## src/rtl/core/gdfs_ram.sv

```systemverilog
// Generic simple dual-port RAM: one write port, one read port, registered read.
// No dependencies.
module gdfs_ram #(
   parameter int unsigned WIDTH = 8,
   parameter int unsigned DEPTH = 16
) (
   input  logic                     clock,
   input  logic                     we,
   input  logic [$clog2(DEPTH)-1:0] waddr,
   input  logic [WIDTH-1:0]         wdata,
   input  logic [$clog2(DEPTH)-1:0] raddr,
   output logic [WIDTH-1:0]         rdata
);
   logic [WIDTH-1:0] mem [DEPTH];

   always_ff @(posedge clock) begin
      if (we) begin
         mem[waddr] <= wdata;
      end
      rdata <= mem[raddr];
   end
endmodule

```

## config.mk

```make
export PLATFORM = sky130hd
export DESIGN_NAME = gdfs_ram
export DESIGN_NICKNAME = d
export VERILOG_FILES = /design/src/rtl/core/gdfs_ram.sv
export SDC_FILE = /design/constraint.sdc
export NUM_CORES = 1
export LEC_CHECK = 0
export BUFFER_PORTS_ARGS = -buffer_cell sky130_fd_sc_hd__clkbuf_2
export CORE_ASPECT_RATIO = 0.6
export CORE_MARGIN = 8
export CORE_UTILIZATION = 54
export CTS_CLUSTER_SIZE = 40
export DETAILED_ROUTE_END_ITERATION = 8
export PLACE_DENSITY_LB_ADDON = 0.05
export SYNTH_ARGS = -nofsm -noshare
export SYNTH_HDL_FRONTEND = slang
export SYNTH_SLANG_ARGS = --single-unit
```

## constraint.sdc

```tcl
create_clock -name clock -period 1.7 [get_ports clock]
set_clock_uncertainty 0.15 [all_clocks]
set_input_delay 0.085 -clock clock [delete_from_list [all_inputs] [get_ports clock]]
set_output_delay 0.085 -clock clock [all_outputs]
set_load 0.03 [all_outputs]
```

==> results of run 1 <==
stage by stage:
| step | power, mW | setup WS (ns) |
|---|---|---|
| after floorplan | 4.070 | 0.1989 |
| after global placement | 4.231 | 0.07447 |
| after detailed placement | 4.237 | 0.07821 |
| after CTS | 7.787 | 0.2289 |
| after global routing | 7.958 | 0.1611 |
| final | 7.715 | 0.2383 |
worst register-to-register path: cells and delay by family, from the launching register on:
kind / cells / cell delay (ns)
mux: 1 / 0.49
flops: 1 / 0.36
compound gates: 1 / 0.27
simple gates: 1 / 0.08
sequential cells by signal, indices dropped and copies added (netlist names):
name,cells
mem,128
rdata,8
kinds of logic after synthesis:
| kind of cell | count (synthesis) |
|---|---|
| simple gates | 35 |
| compound gates | 16 |
| mux | 32 |
| buf+inv | 10 |
| flops | 136 |
placed cells by master (no fill, tap or decap), types with 2 or more instances in the layout:
cell type / n
mux4_2: 18
clkinvlp_4: 2
nor2_1: 13
mux4_1: 14
clkbuf_2: 25
buf_4: 16
nand3b_1: 2
clkbuf_16: 17
clkbuf_1: 4
nand2_1: 9
bufinv_16: 3
clkinv_1: 4
dlygate4sd3_1: 8
clkinv_2: 2
a22oi_1: 16
nor3_1: 3
nand2b_1: 2
buf_12: 3
edfxtp_1: 128
dfxtp_1: 8
metal layers:
metal,vias up,share of wire (%)
met5,-,0
met4,0,1.5
met3,13,6.3
met2,70,42
met1,1267,50
li1,1096,-
final cells by class:
cell class	instances	area [sq um]	share of cell area, %
clock buffers	21	440.4	7.121
clock inverters	11	130.1	2.104
multi-input cells	83	1062	17.18
flip-flops and latches	136	4004	64.74
well taps	130	162.7	2.630
repair buffers	52	385.4	6.231
where the power goes:
| group | leakage (nW) | switching (mW) | internal (mW) |
|---|---|---|---|
| logic | 0.623 | 0.235 | 0.165 |
| registers | 1.22 | 0.0260 | 3.75 |
| clock network | 0.271 | 1.26 | 2.28 |
what timing repair did:
action / CTS / global route
buffers inserted: 0 / 0
endpoints found under the hold margin: 128 / 0
hold buffers: 8 / 0
worst min path at each step:
stage / start / to / slack, ns / depth (start not counted)
after floorplan: wdata[0] / mem[0][0] / 0.03 / 0
after global placement: wdata[3] / mem[13][3] / 0.37 / 1
after detailed placement: rdata[7] / rdata[7] / 0.38 / 1
after CTS: waddr[3] / mem[10][6] / 0.09 / 3
after global routing: we / mem[9][6] / 0.11 / 3
final: waddr[0] / mem[9][6] / 0.11 / 3
==> run metrics, run 1 <==
status=finished clean; first-pass GRT wire length=15350 um; final hold slack=0.1093 ns; vias=2446; CP delay by family, top=multiplexers; Buf/Inv on CP=0; Final HPWL DP=6391 um; Starting Density=55.81%; Pleak=2.118 nW; mux share of post-synthesis cell area=15.02%; Synth Area in XOR/XNOR=0%; grt met3 use=5.225%; routed length per instance=22.78 um; DRC=0; Worst R2R Start=mem[0][1]; fin crit period=1.462 ns; compound-cell area share of the yosys netlist=2.333%; clk slew on worst S/H paths=0.05 ns; Cell variety after synth=19; Worst Setup SP=mem[0][1]; # IOs=26; cell with the most instances after synthesis=edfxtp_1; Slew HR=47.13%; RD Place Congestion=0.8300; Worst R2R End=rdata[1]; CTS Buffer Depth=2; Max Cap Viol=0; Final Slew Violations=0; critical-path maximum fanout=1; final wirelength=9864 um; CTS tree=yes; die extent in x=142.0 um; Final Cycle Share=85.98%; die area=13010 sq um; GR Util met2=21.75%; htree depth=4; pwr/cell area=1247 nW/um^2; largest net degree at the start of global routing=33; Synth top area share=74.67%; clk_lat worst skew=0.40 ns; r2r setup slk=0.24 ns; CTS resizes=0; slowest cell on the critical path=mux4_1; TritonCTS buffer count=17; Yosys warning count=0; Mapped Cells=229; DRT antenna net count=0; FP Rows=27; Final Hold Fails=0; Area Overhead vs Synth=20.15%; FF+latch count, synth=136; number of I/O port buffers=25; FILL cells=611; DR vias/cell=5.649; DRT Pass-1 Iters=4; setup TNS=0 ns; worst slew pin tran=0.7914 ns; area leader, netlist=edfxtp_1; WP data required=1.84 ns; Worst Path Arrival=1.60 ns; CP startpoint kind=register; Congestion Overflow GR=0; layout cells sized above 1=29.04%; fin util=67.06%; Slowest Stage Delay on Critical Path=0.49 ns; clk root buf=clkbuf_16; adder-cell area share of the yosys netlist=0%; Post-synth ARST share=0%; largest family of logic cells by synthesized area=multiplexers; vias in the first global route=2499; dpl cell area=5534 sq um; register area share after synthesis=77.78%; nets=308; peak supply drop=0.8542 mV; fin area=6185 sq um; placed cells=393; met1 usage=24.64%; die height=91.63 um; ANT cells=0; Worst Reg2Reg Path Length in Cells=3; RSZ-0062 raised after global routing=no; GRT Overall Usage=16.44%; crit-path cells=mux4_1, a22oi_1, nand2_1; cell count along the critical path=3; number of synthesized flops with an enable pin=128; CTS Sinks=136; CP endpoint=rdata[1]; most common flop cell mapped by yosys=edfxtp_1; Synth Area per Inst=22.48 sq um; Synthesized Nets=247; DR iter-0 viols=139; initial antenna violation count=0; peak-usage layer in the global routing report=met1; post-route insts no fill=433; Max Clock Freq=684.1 MHz; Critical Path End Type=register; Core ar.=9223 sq um; top cells by count, synth=128 x edfxtp_1, 18 x mux4_2, 16 x a22oi_1; Synth Area in Simple Gates=3.184%; Netlist Area Pre-Place=5147 sq um; final setup fails=0; Area contributors post-synth=edfxtp_1 75%, mux4_2 7.9%, mux4_1 7.1%; critical path class=register to register; Hold Path Class=input pin to register
No activity file was read; power rests on OpenSTA's default activity.
==> run 2: changes to the inputs <==
--- a/config.mk
+++ b/config.mk
@@ -8,7 +8,7 @@
 export BUFFER_PORTS_ARGS = -buffer_cell sky130_fd_sc_hd__clkbuf_2
 export CORE_ASPECT_RATIO = 0.6
 export CORE_MARGIN = 8
-export CORE_UTILIZATION = 54
+export CORE_UTILIZATION = 55
 export CTS_CLUSTER_SIZE = 40
 export DETAILED_ROUTE_END_ITERATION = 8
 export PLACE_DENSITY_LB_ADDON = 0.05
==> constraint.sdc (replaced) <==
create_clock -name clock -period 1.4 [get_ports clock]
set_clock_uncertainty 0.15 [all_clocks]
set_input_delay 0.07 -clock clock [delete_from_list [all_inputs] [get_ports clock]]
set_output_delay 0.07 -clock clock [all_outputs]
set_load 0.03 [all_outputs]
==> run metrics, run 2 (synthesis results as in run 1) <==
Core ar.=9121 sq um (-1.1%); GRT Overall Usage=17.70% (+1.3 points); slowest cell on the critical path=mux4_2; DR vias/cell=5.921 (+4.8%); Starting Density=56.43% (+0.62 points); overall power=10.08 mW (+31%); Worst R2R End=rdata[5]; DRT antenna net count=0 (unchanged); clk_lat worst skew=0.41 ns (about the same); Area Overhead vs Synth=23.55%; worst slew pin tran=1.086 ns (+0.2945 ns); Largest regs=mem: 128 flops, rdata: 8 flops; clk root buf=clkbuf_16; Congestion Overflow GR=0 (unchanged); Max Clock Freq=703.9 MHz (+2.9%); nets=317 (+2.9%); pwr/cell area=1584 nW/um^2 (+27%); Final Cycle Share=101.5% (+15 points); Final Hold Fails=0 (unchanged); vias in the first global route=2639 (+5.6%); r2r setup slk=-0.02 ns (-0.26 ns); Slew HR=27.45% (-20 points); critical path class=register to register; violated checks=negative setup slack; initial antenna violation count=0 (unchanged); Min-Delay Path Depth=3 (unchanged); routed length per instance=25.02 um (+9.8%); Hold Crit Start=waddr[1]; CP startpoint kind=register; crit-path cells=mux4_2, a22oi_2, nand2_1; TritonCTS buffer count=17 (unchanged); die height=90.94 um (-0.75%); DR iter-0 viols=289 (+110%); ANT cells=0 (unchanged); vias=2534 (+3.6%); fin util=69.73% (+2.7 points); Critical Path End Type=register; layout cells sized above 1=40.38% (+11 points); WHS Endpoint=mem[4][0]; largest reg by FF count=mem; Final Slew Violations=0 (unchanged); first-pass GRT wire length=16060 um (+4.6%); Slowest Stage Delay on Critical Path=0.48 ns (about the same); CTS Sinks=136 (unchanged); Final HPWL DP=6757 um (+5.7%); status=finished with violations; CTS Buffer Depth=2 (unchanged); # IOs=26 (unchanged); Worst Path Arrival=1.56 ns (-0.04 ns); number of I/O port buffers=25 (unchanged); largest net degree at the start of global routing=24 (-27%); fin crit period=1.421 ns (-0.04104 ns); clk slew on worst S/H paths=0.05 ns (about the same); DRC=0 (unchanged); commonest non-fill, non-tap cell in the layout=edfxtp_1; max reg flops=128 (unchanged); commonest non-fill, non-tap cells in the layout=128 x edfxtp_1, 29 x mux4_2, 25 x clkbuf_2, 25 x buf_4, 17 x clkbuf_16; Hold Path Class=input pin to register; DRT Pass-1 Iters=4 (unchanged); WP data required=1.54 ns (-0.30 ns); post-route setup slack=-0.02069 ns (-0.2590 ns); final wirelength=10710 um (+8.6%); Worst Reg2Reg Path Length in Cells=3 (unchanged); htree depth=4 (unchanged); die extent in x=140.9 um (-0.81%); final setup fails=2 (+2); RSZ-0062 raised after global routing=yes; FP Rows=27 (unchanged); Worst R2R Start=mem[8][5]; Pleak=2.177 nW (+2.8%); critical-path maximum fanout=1 (unchanged); Max Cap Viol=0 (unchanged); peak supply drop=1.106 mV (+29%); die area=12810 sq um (-1.6%); CTS tree=yes; FILL cells=573 (-6.2%); RD Place Congestion=0.7452 (-10%)
[run 2: worst max-delay path, delay by kind of cell (launching register included)]
kind / cells / cell delay [ns]
multiplexers: 1 / 0.48
flip-flops: 1 / 0.38
AND/OR/NAND/NOR: 1 / 0.08
AO/OA/AOI/OAI: 1 / 0.21
[run 2: metal layers]
| metal | share of wire [%] | track usage (%) | vias to the layer above |
|---|---|---|---|
| li1 | - | - | 1110 |
| met1 | 44 | 26.44 | 1286 |
| met2 | 44 | 23.85 | 128 |
| met3 | 12 | 6.165 | 10 |
| met4 | 0.80 | 5.427 | 0 |
| met5 | 0 | 0 | - |
[run 2: worst max path at each step]
stage                     from  slack (ns)         to  cells past startpoint
finish               mem[8][5]       -0.02   rdata[5]                      3
global route        mem[15][2]       -0.05   rdata[2]                      3
CTS                  mem[8][5]       -0.01   rdata[5]                      3
detailed placement    raddr[0]       -0.23   rdata[5]                      5
global placement      raddr[0]       -0.23   rdata[5]                      5
floorplan             waddr[2]       -0.09  mem[3][0]                      2
[run 2: timing repair]
item                                    4_1_cts  5_1_grt
hold buffers                                  8        0
pin swaps                                     7        5
endpoints found under the hold margin       128        0
gates resized for setup                      12       12
gates cloned                                  0        0
setup buffers                                 0        0
endpoints found under the setup margin        8        7
[run 2: layout make-up]
cell class / count / area, sq um / area share [%]
clock inverter: 9 / 193.9 / 3.049
multi-input combinational: 83 / 1096 / 17.23
sequential: 136 / 4004 / 62.95
clock buffer: 23 / 467.9 / 7.358
timing repair buffer: 61 / 452.9 / 7.122
tap: 116 / 145.1 / 2.282
[run 2: through the flow]
| step | area [sq um] | worst slack, ns | hold slack [ns] | instances | setup TNS (ns) |
|---|---|---|---|---|---|
| floorplan | 5162 | -0.08615 | 0.01887 | 229 | -2.623 |
| global placement | 5594 | -0.2278 | 0.3613 | 388 | -3.480 |
| detailed placement | 5594 | -0.2274 | 0.3677 | 388 | -3.505 |
| CTS | 6361 | -0.01270 | 0.07323 | 428 | -0.02423 |
| global route | 6360 | -0.05325 | 0.1033 | 428 | -0.2068 |
| finish | 6360 | -0.02069 | 0.09061 | 428 | -0.02543 |
[run 2: where the power goes]
group | internal [mW] | switching, mW | total [mW]
logic | 0.227 | 0.316 | 0.543
registers | 4.56 | 0.0325 | 4.59
clock network | 3.42 | 1.52 | 4.94
total | 8.21 | 1.87 | 10.1
==> run 3: changes to the inputs <==
--- a/config.mk
+++ b/config.mk
@@ -15,3 +15,4 @@
 export SYNTH_ARGS = -nofsm -noshare
 export SYNTH_HDL_FRONTEND = slang
 export SYNTH_SLANG_ARGS = --single-unit
+export TNS_END_PERCENT = 10
==> run metrics, run 3 (synthesis results as in run 1) <==
final hold slack=0.09433 ns (+0.003715 ns); # Post-CTS Setup Buffers=0 (unchanged); DRT Pass-1 Iters=4 (unchanged); Final Cycle Share=99.16% (-2.3 points); largest reg by FF count=mem; commonest non-fill, non-tap cell in the layout=edfxtp_1; Area Overhead vs Synth=22.44%; setup TNS=0 ns (+0.02543 ns); Starting Density=56.43% (unchanged); Hold Path Class=input pin to register; dpl cell area=5614 sq um (+0.36%); RSZ-0062 raised after global routing=yes; Max Clock Freq=720.3 MHz (+2.3%); initial antenna violation count=0 (unchanged); largest net degree at the start of global routing=25 (+4.2%); critical-path maximum fanout=1 (unchanged); vias=2487 (-1.9%); htree depth=4 (unchanged); RD Place Congestion=0.7462 (+0.13%); Slew HR=33.89% (+6.4 points); die area=12810 sq um (unchanged); Setup WS pre-CTS=-0.2576 ns (-0.03024 ns); Largest regs=mem: 128 flops, rdata: 8 flops; worst slew pin tran=0.9897 ns (-0.09631 ns); die height=90.94 um (unchanged); TritonCTS buffer count=17 (unchanged); post-route insts no fill=431 (+0.70%); critical path class=register to register; Critical Path End Type=register; Final Hold Fails=0 (unchanged); first-pass GRT wire length=15570 um (-3.1%); Congestion Overflow GR=0 (unchanged); Final HPWL DP=6259 um (-7.4%); max reg flops=128 (unchanged); placed cells=392 (+1.0%); die extent in x=140.9 um (unchanged); DR vias/cell=5.770 (-2.5%); ANT cells=0 (unchanged); Multi-input gate area=1080 sq um (-1.5%); status=finished clean; final wirelength=9988 um (-6.7%); fin crit period=1.388 ns (-0.03240 ns); pwr/cell area=1519 nW/um^2 (-4.1%); Pleak=2.161 nW (-0.71%); number of I/O port buffers=25 (unchanged); fin util=69.09% (-0.63 points); peak supply drop=1.035 mV (-6.4%); fin area=6302 sq um (-0.91%); post-route setup slack=0.01170 ns (+0.03240 ns); CTS Buffer Depth=2 (unchanged); clk slew on worst S/H paths=0.05 ns (about the same); CTS Sinks=136 (unchanged); FP Rows=27 (unchanged); WP data required=1.54 ns (about the same); Storage cell area=4004 sq um (unchanged); overall power=9.571 mW (-5.0%); CTS tree=yes; clk root buf=clkbuf_16; Worst Path Arrival=1.53 ns (-0.03 ns); commonest non-fill, non-tap cells in the layout=128 x edfxtp_1, 29 x buf_4, 28 x mux4_2, 25 x clkbuf_2, 17 x clkbuf_16; final setup fails=0 (-2); # IOs=26 (unchanged); Final Slew Violations=0 (unchanged); FILL cells=596 (+4.0%); clk_lat worst skew=0.41 ns (about the same); DR iter-0 viols=168 (-42%); Core ar.=9121 sq um (unchanged); Max Cap Viol=0 (unchanged); routed length per instance=23.17 um (-7.4%); CP startpoint kind=register; nets=321 (+1.3%); vias in the first global route=2641 (+0.076%); GRT Overall Usage=16.80% (-0.91 points); DRC=0 (unchanged); DRT antenna net count=0 (unchanged); layout cells sized above 1=39.05% (-1.3 points)
run 3: report_power, final:
group	switching (mW)	total, mW	internal, mW
sequential	0.0273	4.58	4.56
combinational	0.304	0.535	0.231
clock	1.52	4.45	2.93
total	1.86	9.57	7.72
run 3: repair_timing:
action / CTS / global route
endpoints found under the hold margin: 128 / 0
hold buffers: 8 / 0
pin swaps: 6 / 6
endpoints found under the setup margin: 8 / 8
resized for setup: 15 / 6
run 3: path summary, 6_finish.rpt:
check / start / endpoint / slack [ns] / cells after the start
setup / recovery: mem[11][5] / rdata[5] / 0.01 / 3
hold / removal: waddr[0] / mem[12][4] / 0.09 / 3
setup reg to reg: mem[11][5] / rdata[5] / 0.01 / 3
hold reg to reg: mem[6][7] / rdata[7] / 0.52 / 3
run 3: metal layers:
metal	track usage (%)	vias up	wire [um]
met5	0	-	0
met4	6.584	0	129
met3	5.068	13	430
met2	23.05	63	4452
met1	24.69	1294	4975
li1	-	1117	-
run 3: cell type report:
cell class / count / area share [%]
clock buffer: 19 / 6.869
clock inverter: 12 / 2.501
multi-input combinational: 83 / 17.13
sequential: 136 / 63.53
tap: 116 / 2.303
timing repair buffer: 65 / 7.663
run 3: worst max-delay path, cell delays in order (launching register included):
cell and delay [ns]:
edfxtp_1 0.37, mux4_2 0.49, a22oi_1 0.19, nand2_1 0.08
